$ cat config.mk
export PLATFORM = sky130hd
export DESIGN_NAME = substring_delete_filter_core
export DESIGN_NICKNAME = d
export VERILOG_FILES = /design/src/rtl/sdf_pkg.sv /design/src/rtl/sdf_datapath.sv /design/src/rtl/sdf_ctrl.sv /design/src/rtl/substring_delete_filter_core.sv
export VERILOG_INCLUDE_DIRS = /design/src /design/src/rtl
export SDC_FILE = /design/constraint.sdc
export NUM_CORES = 1
export LEC_CHECK = 0
export BUFFER_PORTS_ARGS = -buffer_cell sky130_fd_sc_hd__buf_2
export CORE_MARGIN = 5
export CORE_UTILIZATION = 65
export CTS_CLUSTER_SIZE = 40
export DETAILED_ROUTE_END_ITERATION = 8
export HOLD_SLACK_MARGIN = 0.08
export PLACE_DENSITY = 0.85
export REMOVE_ABC_BUFFERS = 1
export SLEW_MARGIN = 10
export SYNTH_ARGS = -nofsm -noshare
export SYNTH_HDL_FRONTEND = slang
export SYNTH_SLANG_ARGS = --single-unit
$ cat constraint.sdc
create_clock -name clk -period 5.3 [get_ports clk]
set_clock_uncertainty 0.15 [all_clocks]
set_input_delay 0.53 -clock clk [delete_from_list [all_inputs] [get_ports clk]]
set_output_delay 0.53 -clock clk [all_outputs]
set_load 0.02 [all_outputs]
$ cat src/rtl/substring_delete_filter_core_macros.svh
// ----------------------------------------------------------------------------
// Assertion macros for the substring delete filter RTL
// ----------------------------------------------------------------------------
`ifndef SUBSTRING_DELETE_FILTER_CORE_MACROS_SVH
`define SUBSTRING_DELETE_FILTER_CORE_MACROS_SVH

// Clocked check, masked while reset is held.
`define SDF_ASSERT(label, prop, msg) \
  label: assert property (@(posedge clk) disable iff (!rst_n) prop) else $error(msg);

// Clocked check that is live during reset as well.
`define SDF_ASSERT_RST(label, prop, msg) \
  label: assert property (@(posedge clk) prop) else $error(msg);

`endif

$ cat src/rtl/sdf_pkg.sv
// ----------------------------------------------------------------------------
// sdf_pkg
// Shared types and constants of the substring delete filter.
// ----------------------------------------------------------------------------
`default_nettype none

package sdf_pkg;

  localparam int MAX_PATTERN_DEF = 16;  // deepest window the design supports
  localparam int LEN_W           = 5;   // pattern_length register width
  localparam int PAT_W           = 64;  // width of each pattern register, eight pattern bytes
  localparam int BYTE_W          = 8;
  localparam int CFG_IDX_W       = 2;

  // configuration register indexes
  localparam logic [CFG_IDX_W-1:0] REG_LENGTH   = 2'd0;
  localparam logic [CFG_IDX_W-1:0] REG_PAT_LOW  = 2'd1;
  localparam logic [CFG_IDX_W-1:0] REG_PAT_HIGH = 2'd2;

  typedef enum logic [2:0] {
    OP_NONE,
    OP_APPEND,   // write input byte into window, bump fill
    OP_POP,      // oldest window byte to output, shift window down
    OP_PASS,     // input byte straight to output (pattern length zero)
    OP_MARK,     // end marker result, no byte
    OP_CLEAR     // drop whole window (pattern matched)
  } dp_op_t;

  typedef struct packed {
    dp_op_t op;
    logic   done;   // string_done for the result loaded this cycle
  } dp_cmd_t;

  typedef struct packed {
    logic len_zero;  // active pattern length is zero
    logic full;      // window fill equals pattern length
    logic match;     // window equals pattern
    logic fill_one;  // exactly one pending byte
    logic out_free;  // output register can take a result this cycle
  } dp_stat_t;

endpackage

`default_nettype wire

$ cat src/rtl/sdf_datapath.sv
// ----------------------------------------------------------------------------
// sdf_datapath
// Window shift register, pattern registers, parallel compare, output register.
// ----------------------------------------------------------------------------
`default_nettype none

module sdf_datapath #(
  parameter int MAX_PATTERN = sdf_pkg::MAX_PATTERN_DEF
) (
  input  wire logic                           clk,
  input  wire logic                           rst_n,
  // configuration
  input  wire logic                           cfg_we,
  input  wire logic [sdf_pkg::CFG_IDX_W-1:0]  cfg_index,
  input  wire logic [sdf_pkg::PAT_W-1:0]      cfg_data,
  // input byte
  input  wire logic [sdf_pkg::BYTE_W-1:0]     in_byte,
  // control
  input  wire sdf_pkg::dp_cmd_t               cmd,
  output sdf_pkg::dp_stat_t                   stat,
  // result
  output logic                                out_tvalid,
  input  wire logic                           out_tready,
  output logic [sdf_pkg::BYTE_W-1:0]          out_tdata,   // [7:0] kept_byte
  output logic                                out_tuser,   // [0] byte_present
  output logic                                out_tlast    // string_done
);

  localparam int DEPTH  = MAX_PATTERN;
  localparam int IDX_W  = (DEPTH > 1) ? $clog2(DEPTH) : 1;
  localparam int FILL_W = $clog2(DEPTH + 1);
  localparam logic [sdf_pkg::LEN_W-1:0] LEN_MAX = sdf_pkg::LEN_W'(DEPTH);

  logic [sdf_pkg::LEN_W-1:0]  len_r;
  logic [sdf_pkg::PAT_W-1:0]  pat_lo_r, pat_hi_r;
  logic [2*sdf_pkg::PAT_W-1:0] pat;
  logic [sdf_pkg::LEN_W-1:0]  len_act;

  logic [sdf_pkg::BYTE_W-1:0] win_r   [DEPTH];
  logic [sdf_pkg::BYTE_W-1:0] win_nxt [DEPTH];
  logic [FILL_W-1:0]          fill_r, fill_nxt;
  logic [IDX_W-1:0]           app_idx;

  logic                       out_valid_r, out_valid_nxt;
  logic [sdf_pkg::BYTE_W-1:0] out_byte_r, out_byte_nxt;
  logic                       out_pres_r, out_pres_nxt;
  logic                       out_done_r, out_done_nxt;
  logic                       load_out;

  logic [DEPTH-1:0]           cmp_ok;

  assign pat     = {pat_hi_r, pat_lo_r};
  assign len_act = (len_r > LEN_MAX) ? LEN_MAX : len_r;

  // a stale window after a length change starts over at entry zero
  assign app_idx = (sdf_pkg::LEN_W'(fill_r) >= len_act) ? '0 : fill_r[IDX_W-1:0];

  always_comb begin
    for (int k = 0; k < DEPTH; k++) begin
      cmp_ok[k] = (sdf_pkg::LEN_W'(k) >= len_act) ||
                  (win_r[k] == pat[k*sdf_pkg::BYTE_W +: sdf_pkg::BYTE_W]);
    end
  end

  assign stat.len_zero = (len_act == '0);
  assign stat.full     = (sdf_pkg::LEN_W'(fill_r) == len_act);
  assign stat.match    = &cmp_ok;
  assign stat.fill_one = (fill_r == FILL_W'(1));
  assign stat.out_free = !out_valid_r || out_tready;

  always_comb begin
    win_nxt  = win_r;
    fill_nxt = fill_r;
    unique case (cmd.op)
      sdf_pkg::OP_APPEND: begin
        win_nxt[app_idx] = in_byte;
        fill_nxt         = FILL_W'(app_idx) + FILL_W'(1);
      end
      sdf_pkg::OP_POP: begin
        for (int i = 0; i < DEPTH - 1; i++) begin
          win_nxt[i] = win_r[i+1];
        end
        fill_nxt = fill_r - FILL_W'(1);
      end
      sdf_pkg::OP_CLEAR: fill_nxt = '0;
      sdf_pkg::OP_NONE, sdf_pkg::OP_PASS, sdf_pkg::OP_MARK: ;
      default: ;
    endcase
    if (cfg_we && cfg_index == sdf_pkg::REG_LENGTH) begin
      fill_nxt = '0;
    end
  end

  always_comb begin
    load_out     = 1'b1;
    out_byte_nxt = out_byte_r;
    out_pres_nxt = out_pres_r;
    out_done_nxt = out_done_r;
    unique case (cmd.op)
      sdf_pkg::OP_POP: begin
        out_byte_nxt = win_r[0];
        out_pres_nxt = 1'b1;
      end
      sdf_pkg::OP_PASS: begin
        out_byte_nxt = in_byte;
        out_pres_nxt = 1'b1;
      end
      sdf_pkg::OP_MARK: begin
        out_byte_nxt = '0;
        out_pres_nxt = 1'b0;
      end
      default: load_out = 1'b0;
    endcase
    if (load_out) begin
      out_done_nxt = cmd.done;
    end
    out_valid_nxt = load_out || (out_valid_r && !out_tready);
  end

  always_ff @(posedge clk) begin
    if (!rst_n) begin
      len_r       <= '0;
      pat_lo_r    <= '0;
      pat_hi_r    <= '0;
      fill_r      <= '0;
      out_valid_r <= 1'b0;
    end else begin
      fill_r      <= fill_nxt;
      out_valid_r <= out_valid_nxt;
      if (cfg_we) begin
        unique case (cfg_index)
          sdf_pkg::REG_LENGTH:   len_r    <= cfg_data[sdf_pkg::LEN_W-1:0];
          sdf_pkg::REG_PAT_LOW:  pat_lo_r <= cfg_data;
          sdf_pkg::REG_PAT_HIGH: pat_hi_r <= cfg_data;
          default: ;  // unknown index ignored
        endcase
      end
    end
  end

  always_ff @(posedge clk) begin
    win_r      <= win_nxt;
    out_byte_r <= out_byte_nxt;
    out_pres_r <= out_pres_nxt;
    out_done_r <= out_done_nxt;
  end

  assign out_tvalid = out_valid_r;
  assign out_tdata  = out_byte_r;
  assign out_tuser  = out_pres_r;
  assign out_tlast  = out_done_r;

endmodule

`default_nettype wire

$ cat src/rtl/sdf_ctrl.sv
// ----------------------------------------------------------------------------
// sdf_ctrl
// Per-item sequencer: pass-through, append, compare, flush and end marker.
// ----------------------------------------------------------------------------
`default_nettype none

module sdf_ctrl (
  input  wire logic              clk,
  input  wire logic              rst_n,
  input  wire logic              in_tvalid,
  output logic                   in_tready,
  input  wire logic              in_last,
  input  wire sdf_pkg::dp_stat_t stat,
  output sdf_pkg::dp_cmd_t       cmd
);

  `include "substring_delete_filter_core_macros.svh"

  typedef enum logic [1:0] {
    S_IDLE,
    S_CHECK,
    S_FLUSH,
    S_MARK
  } state_t;

  state_t state_r, state_nxt;
  logic   last_r, last_nxt;
  logic   in_fire;

  assign in_tready = (state_r == S_IDLE) && (!stat.len_zero || stat.out_free);
  assign in_fire   = in_tvalid && in_tready;

  always_comb begin
    state_nxt = state_r;
    last_nxt  = last_r;
    cmd.op    = sdf_pkg::OP_NONE;
    cmd.done  = 1'b0;
    unique case (state_r)
      S_IDLE: begin
        if (in_fire) begin
          if (stat.len_zero) begin
            cmd.op   = sdf_pkg::OP_PASS;
            cmd.done = in_last;
          end else begin
            cmd.op    = sdf_pkg::OP_APPEND;
            last_nxt  = in_last;
            state_nxt = S_CHECK;
          end
        end
      end
      S_CHECK: begin
        priority if (stat.full && stat.match) begin
          cmd.op    = sdf_pkg::OP_CLEAR;
          state_nxt = last_r ? S_MARK : S_IDLE;
        end else if (stat.full) begin
          if (stat.out_free) begin
            cmd.op   = sdf_pkg::OP_POP;
            // a one-byte pattern leaves nothing behind the popped byte
            cmd.done = last_r && stat.fill_one;
            state_nxt = (last_r && !stat.fill_one) ? S_FLUSH : S_IDLE;
          end
        end else begin
          state_nxt = last_r ? S_FLUSH : S_IDLE;
        end
      end
      S_FLUSH: begin
        if (stat.out_free) begin
          cmd.op   = sdf_pkg::OP_POP;
          cmd.done = stat.fill_one;
          if (stat.fill_one) begin
            state_nxt = S_IDLE;
          end
        end
      end
      S_MARK: begin
        if (stat.out_free) begin
          cmd.op    = sdf_pkg::OP_MARK;
          cmd.done  = 1'b1;
          state_nxt = S_IDLE;
        end
      end
      default: state_nxt = S_IDLE;
    endcase
  end

  always_ff @(posedge clk) begin
    if (!rst_n) begin
      state_r <= S_IDLE;
      last_r  <= 1'b0;
    end else begin
      state_r <= state_nxt;
      last_r  <= last_nxt;
    end
  end

  `SDF_ASSERT(a_load_needs_room, ((cmd.op == sdf_pkg::OP_POP) || (cmd.op == sdf_pkg::OP_PASS) || (cmd.op == sdf_pkg::OP_MARK)) |-> stat.out_free, "result loaded into a busy output register")
  `SDF_ASSERT(a_append_then_check, (in_fire && !stat.len_zero) |=> (state_r == S_CHECK), "appended byte not followed by compare")
  `SDF_ASSERT(a_mark_only_at_end, (cmd.op == sdf_pkg::OP_MARK) |-> (last_r && cmd.done), "end marker outside the end of a string")
  `SDF_ASSERT_RST(a_reset_idle, !rst_n |=> (state_r == S_IDLE), "controller not idle after reset")

endmodule

`default_nettype wire

$ cat src/rtl/substring_delete_filter_core.sv
// ----------------------------------------------------------------------------
// substring_delete_filter_core
// Byte stream filter that removes every non-overlapping occurrence of a
// configured pattern, found greedily from left to right.
// ----------------------------------------------------------------------------
//  channel | direction | tdata / data         | tuser        | tlast
//  in_     | slave     | [7:0] text_byte      | -            | string_end
//  out_    | master    | [7:0] kept_byte      | byte_present | string_done
//  cfg_    | slave     | cfg_index, cfg_data  | -            | -
//
// Pattern length zero: one byte per cycle while out_ is free, straight into
// the output register. Otherwise each byte is appended, then the window is
// compared; the final byte of a string adds a pop per byte left in the window,
// or the end marker. The output register is the only result slot.
// Reset is synchronous and clears control and configuration; no clearing pass.
// A stalled out_ side holds the sequencer where it wants to load a result.
// ----------------------------------------------------------------------------
`default_nettype none

module substring_delete_filter_core #(
  parameter int MAX_PATTERN = sdf_pkg::MAX_PATTERN_DEF
) (
  input  wire logic                          clk,
  input  wire logic                          rst_n,
  input  wire logic                          in_tvalid,
  output logic                               in_tready,
  input  wire logic [sdf_pkg::BYTE_W-1:0]    in_tdata,    // [7:0] text_byte
  input  wire logic                          in_tlast,    // string_end
  output logic                               out_tvalid,
  input  wire logic                          out_tready,
  output logic [sdf_pkg::BYTE_W-1:0]         out_tdata,   // [7:0] kept_byte
  output logic                               out_tuser,   // [0] byte_present
  output logic                               out_tlast,   // string_done
  input  wire logic                          cfg_valid,
  output logic                               cfg_ready,
  input  wire logic [sdf_pkg::CFG_IDX_W-1:0] cfg_index,
  input  wire logic [sdf_pkg::PAT_W-1:0]     cfg_data
);

  sdf_pkg::dp_cmd_t  cmd;
  sdf_pkg::dp_stat_t stat;

  assign cfg_ready = 1'b1;

  sdf_ctrl u_ctrl (
    .clk       (clk),
    .rst_n     (rst_n),
    .in_tvalid (in_tvalid),
    .in_tready (in_tready),
    .in_last   (in_tlast),
    .stat      (stat),
    .cmd       (cmd)
  );

  sdf_datapath #(
    .MAX_PATTERN (MAX_PATTERN)
  ) u_dp (
    .clk        (clk),
    .rst_n      (rst_n),
    .cfg_we     (cfg_valid && cfg_ready),
    .cfg_index  (cfg_index),
    .cfg_data   (cfg_data),
    .in_byte    (in_tdata),
    .cmd        (cmd),
    .stat       (stat),
    .out_tvalid (out_tvalid),
    .out_tready (out_tready),
    .out_tdata  (out_tdata),
    .out_tuser  (out_tuser),
    .out_tlast  (out_tlast)
  );

endmodule

`default_nettype wire

==> impl_metrics.yaml, run 1 <==
setup_path:
  cp_slowest_cell: "a221oi_1"
  rr_endpoint: "u_dp.win_r[102]"
  r2r_cells: 12
  cp.depth: 12
  cpPeakStageDelay_ns: 0.77
  reg2reg_slack_ns: 1.19
  end_kind: "flip-flop"
  critPathMostFrequentCell: "nand2_1"
  cp-start-kind: "flip-flop"
  critPathKind: "reg -> reg"
  critPathBufInv: 2
  worstPathMaxFanout: 10
  cp_top_family: "simple AND/OR/NAND/NOR gates"
  crit_chain: "inv_1 -> nand2_1 -> ha_1 -> a21o_1 -> a21o_1 -> a221oi_1 -> nand2_1 -> inv_1 -> ha_1 -> and2_1 -> nand2_1 -> nand2_1"
  cp_data_required_time_ns: 5.36
  arrival_ns: 4.17
  r2r-start: "u_dp.len_r[4]"
global_routing:
  grt_pass1_wl_um: 56000
  grt_pass1_vias: 10626
  grt-busiest-layer: "met2"
  met1_usage_pct: 38.1
  grt-ovfl-total: 0
  antenna_found_initial: 0
  grtUsageMet3_pct: 5.26
  grt_max_degree: 113
  grt_util_met2_pct: 49.5
  grt_util_all_layers_pct: 29.2
timing:
  worst_pin_slew_ns: 1.21
  min_period_ns: 4.11
  rsz0062_at_grt: "no"
  drv_slew: 0
  period_share_pct: 77.6
  slew_headroom_pct: 19.3
  layout_setup_ws_ns: 1.19
  setup_viol_count_final: 0
  finalSetupTns_ns: 0
  fmax_ghz: 0.243
  finalHoldViolations: 0
drt:
  ant_nets: 0
  first_iter_violations: 1129
  drc: 0
  first_pass_iters: 6
  wire_per_inst_um: 19.1
  vias_per_cell: 5.96
  wirelength_um: 35400
  vias: 11041
yosys:
  synth_flop_cell: "dfxtp_1"
  seq_area_frac_synth_pct: 51.4
  synth.top_cell.area_share_pct: 30.5
  yosysTopAreaCell: "edfxtp_1"
  ys_ff_latch: 280
  synth_area_um2: 13600
  synthCells: 1539
  synthArstFlopShare_pct: 0
  avgSynthCellArea_um2: 8.83
  synthTopCellsByArea: "edfxtp_1 30%, dfxtp_1 21%, nand2_1 16%, a21boi_0 7.3%, xnor2_1 5.8%"
  yosysWarnings: 0
  synth_edf_count: 138
  ys_types: 55
pwr:
  peakVddDrop_v: 0.000385
  leakagePower_nw: 5.37
  p_per_area_nw_per_um2: 396
finish:
  antennaDiodeCount: 0
  drive_gt1_share_pct: 9.94
  num-fill-cells: 1535
  syn_to_final_growth_pct: 10.2
  final_common_cell: "nand2_1"
  layout_common_cells: "571 x nand2_1, 142 x dfxtp_1, 138 x edfxtp_1"
  multi_input_area_um2: 6130
  regArea_um2: 6990
  final_cell_area_um2: 15000
  fin_nets: 1648
place:
  io_buffers: 91
  gp_congestion: 0.992
  post-place-ws_ns: 1.36
  dp.final_hpwl_um: 24100
  placedInstanceArea_um2: 14000
cts:
  cts_sinks: 280
  cts_max_level: 1
  cts_root_buf: "clkbuf_16"
  cts_buffers: 28
  cts_hold_buf: 0
  postCtsSetupRepairBufs: 0
  cts_resized: 0
  cts_buffer_depth: 3
  cts_tree: "done"
  path_clk_slew_ns: 0.07
  clk_latency_ns: 0.54
die:
  core_um2: 20800
  die_h_um: 155
  start_util_pct: 65.3
  dieWidth_um: 155
  dieArea_um2: 23900
  ios: 93
  rows: 53
min_path:
  hold-path-cell-count: 3
  worstHoldEndpoint: "u_dp.pat_lo_r[57]"
  hp-class: "in -> reg"
  hold_start: "cfg_data[57]"
job:
  timing.max_cap.violations: 0
status:
  status: "completed"
## registers in the layout, indices dropped and copies added, names as in the netlist
signal,cells
u_dp.out_tvalid,1
u_dp.pat_lo_r,64
u_dp.len_r,5
u_ctrl.last_r,1
u_ctrl.state_r,2
u_dp.fill_r,5
u_dp.pat_hi_r,64
u_dp.out_tuser,1
u_dp.win_r,128
u_dp.out_tlast,1
u_dp.out_tdata,8
## worst register-to-register path, cell delays in order (launching register included)
cell and delay [ns]:
dfxtp_1 0.53, inv_1 0.21, nand2_1 0.13, ha_1 0.24, a21o_1 0.18, a21o_1 0.16, a221oi_1 0.77, nand2_1 0.23
inv_1 0.14, ha_1 0.28, and2_1 0.35, nand2_1 0.09, nand2_1 0.31
## routing by layer
layer,share of wire [%],vias to the layer above
met1,37,5112
met5,0,-
li1,-,5194
met4,3.9,0
met2,48,608
met3,11,127
## stage by stage
step	total power, mW	hold WS [ns]	cells	util (%)
2_1_floorplan	3.58	0.305	1426	-
3_3_place_gp	3.91	0.314	1802	67.4
3_5_place_dp	3.95	0.320	1802	67.4
4_1_cts	5.92	0.0817	1854	72.0
5_1_grt	6.17	0.0954	1854	72.0
6_report	5.94	0.0929	1854	72.0
## cells by family (layout without fill, tap and decap cells)
family | count (synthesis) | in the layout | share of synthesized area (%)
and+or+nand+nor | 704 | 704 | 21.5
AOI/OAI and AO/OA | 288 | 288 | 13.8
DFF | 280 | 280 | 51.4
xor gates and xnor gates | 130 | 130 | 8.38
buffers and inverters | 121 | 161 | 3.65
adders and majority gates | 11 | 11 | 1.01
muxes | 4 | 4 | 0.295
other | 1 | 1 | 0.0276
## final cells by class
class,count,area share [%]
well taps,275,2.30
multi-input cells,1138,40.9
clock inverters,8,0.292
clock buffers,44,6.10
flip-flops and latches,280,46.6
inverters,8,0.200
repair buffers,101,3.54
## power by group
group	switching, mW	internal (mW)
Clock	0.811	1.18
Sequential	0.203	2.62
Combinational	0.751	0.371
Total	1.76	4.17
## how the worst max path moves through the flow
| stage | start | end |
|---|---|---|
| 2_1_floorplan | u_dp.len_r[4] | u_dp.win_r[10] |
| 3_3_place_gp | u_dp.len_r[4] | u_dp.win_r[66] |
| 4_1_cts | u_dp.len_r[4] | u_dp.win_r[109] |
| 5_1_grt | u_dp.len_r[4] | u_dp.win_r[98] |
| 6_report | u_dp.len_r[4] | u_dp.win_r[102] |
| 3_5_place_dp | u_dp.len_r[4] | u_dp.win_r[110] |
## cells in the mapped netlist (4+ instances only)
cell type  count
nor2_1        14
inv_1          8
dfxtp_1      142
and2_1        16
nand2_1      571
xnor2_1       90
nor3_1         5
buf_2         12
buf_1         20
o21ai_0       51
nor4_1        11
clkbuf_1      77
nand3_1       34
ha_1          11
mux2i_1        4
o21ai_1       66
nor2b_1        7
a21oi_1        9
a21boi_0     132
edfxtp_1     138
nand4_1       26
xor2_1        40
Note: power is estimated with default switching activity, not from simulation.
==> run 2: changes to the inputs <==
--- a/config.mk
+++ b/config.mk
@@ -6,13 +6,14 @@
 export SDC_FILE = /design/constraint.sdc
 export NUM_CORES = 1
 export LEC_CHECK = 0
+export ABC_AREA = 1
 export BUFFER_PORTS_ARGS = -buffer_cell sky130_fd_sc_hd__buf_2
 export CORE_MARGIN = 5
-export CORE_UTILIZATION = 65
+export CORE_UTILIZATION = 55
 export CTS_CLUSTER_SIZE = 40
 export DETAILED_ROUTE_END_ITERATION = 8
 export HOLD_SLACK_MARGIN = 0.08
-export PLACE_DENSITY = 0.85
+export PLACE_DENSITY = 0.76
 export REMOVE_ABC_BUFFERS = 1
 export SLEW_MARGIN = 10
 export SYNTH_ARGS = -nofsm -noshare
==> constraint.sdc (replaced) <==
create_clock -name clk -period 3.6 [get_ports clk]
set_clock_uncertainty 0.15 [all_clocks]
set_input_delay 0.36 -clock clk [delete_from_list [all_inputs] [get_ports clk]]
set_output_delay 0.36 -clock clk [all_outputs]
set_load 0.02 [all_outputs]
==> impl_metrics.yaml, run 2 <==
global_routing:
  grt_pass1_vias: 11298
  grt-ovfl-total: 0
  grt_util_all_layers_pct: 25.7
  grt_pass1_wl_um: 58500
  antenna_found_initial: 0
  grt_max_degree: 89
job:
  timing.max_cap.violations: 0
yosys:
  synth.area.mux_share_pct: 0
  synth-adder-area-share_pct: 1.01
  synth-xor-area-share_pct: 6.69
  avgSynthCellArea_um2: 8.09
  seq_area_frac_synth_pct: 51.3
  yosys.area_share.simple_pct: 23.6
  synth_top_family_by_area: "simple AND/OR/NAND/NOR gates"
  synth_area_um2: 13600
  synthArstFlopShare_pct: 0
  yosysMostFrequentCell: "nand2_1"
  synth_flop_cell: "dfxtp_1"
  yosysTopAreaCell: "edfxtp_1"
  synth.top_cell.area_share_pct: 30.4
  synth_edf_count: 138
  synth_compound_area_share_pct: 10.2
  synthCells: 1682
  netlist_top_cells_count: "409 x nand2_1, 195 x nor2_1, 172 x o21ai_0, 148 x nand3_1, 142 x dfxtp_1"
  synthTopCellsByArea: "edfxtp_1 30%, dfxtp_1 21%, nand2_1 11%, xnor2_1 6.4%, o21ai_0 6.3%"
  ys_types: 37
  yosysWarnings: 0
  ys_ff_latch: 280
die:
  rows: 57
  die_h_um: 167
  dieWidth_um: 167
  start_util_pct: 56.0
  core_um2: 24300
  ios: 93
  dieArea_um2: 28000
cts:
  cts_buffer_depth: 3
  cts_root_buf: "clkbuf_16"
  cts_sinks: 280
  cts_tree: "done"
  postCtsSetupRepairBufs: 0
  cts_max_level: 1
  path_clk_slew_ns: 0.06
  clk_latency_ns: 0.57
  cts_buffers: 30
setup_path:
  cp_data_required_time_ns: 3.70
  critPathBufInv: 4
  cp_slowest_cell: "dfxtp_1"
  r2r-start: "u_dp.len_r[1]"
  worstPathMaxFanout: 8
  rr_endpoint: "u_dp.win_r[64]"
  critPathKind: "reg -> reg"
  crit_chain: "inv_1 -> nand2_1 -> nor3_1 -> o21ai_0 -> ha_1 -> nand2_1 -> nor2_1 -> nand2_1 -> inv_1 -> nor3_2 -> inv_1 -> nor2_2 -> ha_1 -> inv_1 -> nor2_1 -> nand2_1 -> nand2_2"
  r2r_cells: 17
  cp-startpoint: "u_dp.len_r[1]"
  cp.depth: 17
  arrival_ns: 3.37
  cpPeakStageDelay_ns: 0.32
  cp_top_family: "simple AND/OR/NAND/NOR gates"
  cp-start-kind: "flip-flop"
  reg2reg_slack_ns: 0.34
  end_kind: "flip-flop"
  setup.worst_path.end: "u_dp.win_r[64]"
pwr:
  leakagePower_nw: 6.54
  p_total_mw: 11.8
  peakVddDrop_v: 0.000405
  p_per_area_nw_per_um2: 733
finish:
  num-fill-cells: 1984
  reg_top3: "u_dp.win_r (128), u_dp.pat_hi_r (64), u_dp.pat_lo_r (64)"
  multi_input_area_um2: 5740
  regArea_um2: 6990
  layout_common_cells: "401 x nand2_1, 187 x nor2_1, 172 x o21ai_0"
  largest_reg_flops: 128
  syn_to_final_growth_pct: 18.2
  top_register: "u_dp.win_r"
  fin_nets: 1899
  final_common_cell: "nand2_1"
  antennaDiodeCount: 0
  drive_gt1_share_pct: 10.9
drt:
  first_pass_iters: 5
  first_iter_violations: 1063
  vias: 11771
  drc: 0
  wirelength_um: 36700
  wire_per_inst_um: 17.0
  vias_per_cell: 5.46
  ant_nets: 0
timing:
  drv_slew: 0
  worst_pin_slew_ns: 1.19
  finalSetupTns_ns: 0
  slew_headroom_pct: 20.9
  finalHoldViolations: 0
  fmax_ghz: 0.306
  period_share_pct: 90.7
  min_period_ns: 3.26
  setup_viol_count_final: 0
place:
  dp.final_hpwl_um: 23900
  io_buffers: 91
  gp_congestion: 0.972
status:
  status: "completed"
min_path:
  hp-class: "in -> reg"
-- run 2: changes by cell type after synthesis, sizes merged, moves of 75 or more --
cell | before | now
nand2 | 571 | 412
a21boi | 132 | 0
nand3 | 34 | 149
inv | 8 | 142
a21oi | 9 | 84
nor2 | 14 | 197
-- run 2: area by class of cell --
class	instances	share of cell area, %
clock buffers	40	5.35
clock inverters	16	1.21
inverters	142	3.31
multi-input cells	1170	35.7
flip-flops and latches	280	43.4
well taps	324	2.52
repair buffers	184	8.49
-- run 2: worst min path at each step --
| stage | endpoint | cells past startpoint | from |
|---|---|---|---|
| 2_1_floorplan | u_dp.pat_hi_r[0] | 2 | u_dp.pat_hi_r[0] |
| 3_3_place_gp | u_dp.pat_hi_r[55] | 2 | u_dp.pat_hi_r[55] |
| 3_5_place_dp | u_dp.pat_hi_r[55] | 2 | u_dp.pat_hi_r[55] |
| 4_1_cts | u_dp.out_tvalid | 4 | out_tready |
| 5_1_grt | u_dp.out_tvalid | 4 | out_tready |
| 6_report | u_dp.out_tvalid | 4 | out_tready |
-- run 2: timing repair --
item                       CTS  global route
resized for setup            0            24
hold buffers                70             0
hold endpoints to repair   135             0
setup endpoints to repair    0           229
-- run 2: power breakdown --
group          switching, mW  internal [mW]
registers              0.648           4.50
logic                   2.21           1.22
clock network           1.26           1.97
-- run 2: worst min-delay path, delay by kind of cell --
kind            cells  cell delay [ns]
buf+inv             2             0.12
simple gates        1             0.12
compound gates      1             0.19
-- run 2: metal layers --
metal	up-vias	wire, um	global-route usage [%]
li1	5725	-	-
met1	5444	15200	34.7
met2	504	17100	41.6
met3	98	3160	4.90
met4	0	1320	9.56
met5	-	0	0
-- run 2: per-stage QoR --
stage	utilization (%)	worst slack (ns)	instances	hold slack [ns]	cell area, um2
final	66.2	0.337	2156	0.117	16100
after global routing	66.2	-0.0112	2156	0.146	16100
after global placement	58.7	0.245	2030	0.295	14300
after CTS	65.9	0.0626	2156	0.105	16000
after floorplan	-	-0.504	1592	0.286	13200
after detailed placement	58.7	0.0831	2030	0.302	14300
-- run 2: cells by family after synthesis --
| family | after synthesis |
|---|---|
| buffers and inverters | 232 |
| AOI/OAI and AO/OA | 272 |
| other | 1 |
| adders and majority gates | 11 |
| xor gates and xnor gates | 104 |
| DFF | 280 |
| and+or+nand+nor | 782 |
==> run 3: changes to the inputs <==
--- a/config.mk
+++ b/config.mk
@@ -6,7 +6,6 @@
 export SDC_FILE = /design/constraint.sdc
 export NUM_CORES = 1
 export LEC_CHECK = 0
-export ABC_AREA = 1
 export BUFFER_PORTS_ARGS = -buffer_cell sky130_fd_sc_hd__buf_2
 export CORE_MARGIN = 5
 export CORE_UTILIZATION = 55
==> impl_metrics.yaml, run 3 (synthesized netlist as in run 1, its figures left out) <==
status:
  status: "completed"
timing:
  whs_ns: 0.187
  rsz0062_at_grt: "no"
  period_share_pct: 92.2
  min_period_ns: 3.32
  setup_viol_count_final: 0
  drv_slew: 0
  finalHoldViolations: 0
  fmax_ghz: 0.301
  slew_headroom_pct: 48.7
  worst_pin_slew_ns: 0.770
die:
  ios: 93
  dieWidth_um: 167
  die_h_um: 167
  core_um2: 24300
  rows: 57
  dieArea_um2: 28000
  start_util_pct: 55.9
cts:
  cts_buffers: 30
  cts_tree: "done"
  cts_buffer_depth: 3
  postCtsSetupRepairBufs: 0
  cts_max_level: 1
  cts_root_buf: "clkbuf_16"
  path_clk_slew_ns: 0.06
  clk_latency_ns: 0.55
  cts_resized: 0
  cts_sinks: 280
finish:
  syn_to_final_growth_pct: 17.9
  final_common_cell: "nand2_1"
  largest_reg_flops: 128
  reg_top3: "u_dp.win_r (128), u_dp.pat_hi_r (64), u_dp.pat_lo_r (64)"
  antennaDiodeCount: 0
  layout_common_cells: "571 x nand2_1, 142 x dfxtp_1, 138 x edfxtp_1"
  final_cell_area_um2: 16000
  fin_nets: 1749
  fin_util_pct: 65.9
  top_register: "u_dp.win_r"
  drive_gt1_share_pct: 10.8
global_routing:
  grt_max_degree: 86
  grt_pass1_vias: 10822
  antenna_found_initial: 0
  grt_util_all_layers_pct: 25.6
  grt-ovfl-total: 0
  grt_pass1_wl_um: 58300
setup_path:
  critPathKind: "reg -> reg"
  cp_slowest_cell: "nor4_1"
  crit_chain: "xor2_1 -> nor4_1 -> a32oi_1 -> or3_1 -> o31a_2 -> buf_12 -> buf_12 -> nand2_1 -> o21ai_1"
  critPathMostFrequentCell: "buf_12"
  setup.worst_path.end: "u_dp.win_r[115]"
  cp-startpoint: "u_dp.win_r[76]"
  cpPeakStageDelay_ns: 0.52
  arrival_ns: 3.46
  cp-start-kind: "flip-flop"
  r2r_cells: 9
  r2r-start: "u_dp.win_r[76]"
  worstPathMaxFanout: 42
  end_kind: "flip-flop"
  cp_data_required_time_ns: 3.74
  reg2reg_slack_ns: 0.28
  rr_endpoint: "u_dp.win_r[115]"
drt:
  wire_per_inst_um: 18.3
  vias: 11243
  drc: 0
  vias_per_cell: 5.60
  wirelength_um: 36800
  first_pass_iters: 6
  ant_nets: 0
  first_iter_violations: 1064
pwr:
  p_total_mw: 8.90
  p_per_area_nw_per_um2: 556
  leakagePower_nw: 5.83
  peakVddDrop_v: 0.000425
place:
  dp.final_hpwl_um: 24800
  placedInstanceArea_um2: 14400
  io_buffers: 91
  gp_congestion: 0.957
job:
  timing.max_cap.violations: 0
min_path:
  hp-class: "in -> reg"
run 3: cell types whose count changed in the layout (fill, tap and decap cells not counted), sizes merged, moves of 64 or more:
cell,before,now
o21ai,181,117
inv,144,8
a21boi,0,132
a21oi,84,9
nand3,149,34
nand2,412,571
nor2,197,14
run 3: repair_timing:
action | CTS | global route
endpoints found under the hold margin | 138 | 0
hold buffers | 70 | 0
endpoints found under the setup margin | 0 | 0
run 3: how the worst min path moves through the flow:
stage / from / to / depth (start not counted)
floorplan: u_dp.pat_hi_r[32] / u_dp.pat_hi_r[32] / 2
global placement: u_dp.pat_lo_r[15] / u_dp.pat_lo_r[15] / 2
detailed placement: u_dp.pat_lo_r[39] / u_dp.pat_lo_r[39] / 2
CTS: in_tdata[6] / u_dp.win_r[6] / 1
global route: in_tdata[0] / u_dp.win_r[0] / 1
finish: in_tdata[6] / u_dp.win_r[6] / 1
run 3: layout make-up:
class / count / area, um2
well taps: 324 / 405
fillers: 1928 / 8300
repair buffers: 200 / 1520
inverters: 8 / 30.0
multi-input cells: 1138 / 6130
clock inverters: 7 / 33.8
flip-flops and latches: 280 / 6990
clock buffers: 49 / 915
run 3: stage by stage:
step,cells,setup slack [ns],TNS (ns)
after floorplan,1426,-2.68,-366.84
after global placement,1880,0.417,0
after detailed placement,1880,0.396,0
after CTS,2006,0.366,0
after global routing,2006,0.211,0
final,2006,0.280,0
run 3: power breakdown:
group          total (mW)  leakage (nW)  switching (mW)  internal (mW)
sequential           4.15          2.45           0.290           3.86
combinational        1.81          2.91            1.13          0.681
clock                2.95         0.469            1.23           1.72
run 3: critical path: cells and delay by family (launching register included):
kind,cells,cell delay [ns]
AO/OA/AOI/OAI,3,0.79
XOR/XNOR,1,0.17
buffers and inverters,2,0.37
flip-flops,1,0.44
AND/OR/NAND/NOR,3,1.14
run 3: metal layers:
| metal | track usage, % | routed length (um) | vias up |
|---|---|---|---|
| met5 | 0 | 0 | - |
| met1 | 34.3 | 15200 | 5286 |
| met3 | 3.98 | 2830 | 88 |
| li1 | - | - | 5390 |
| met4 | 7.52 | 1140 | 0 |
| met2 | 43.2 | 17600 | 479 |
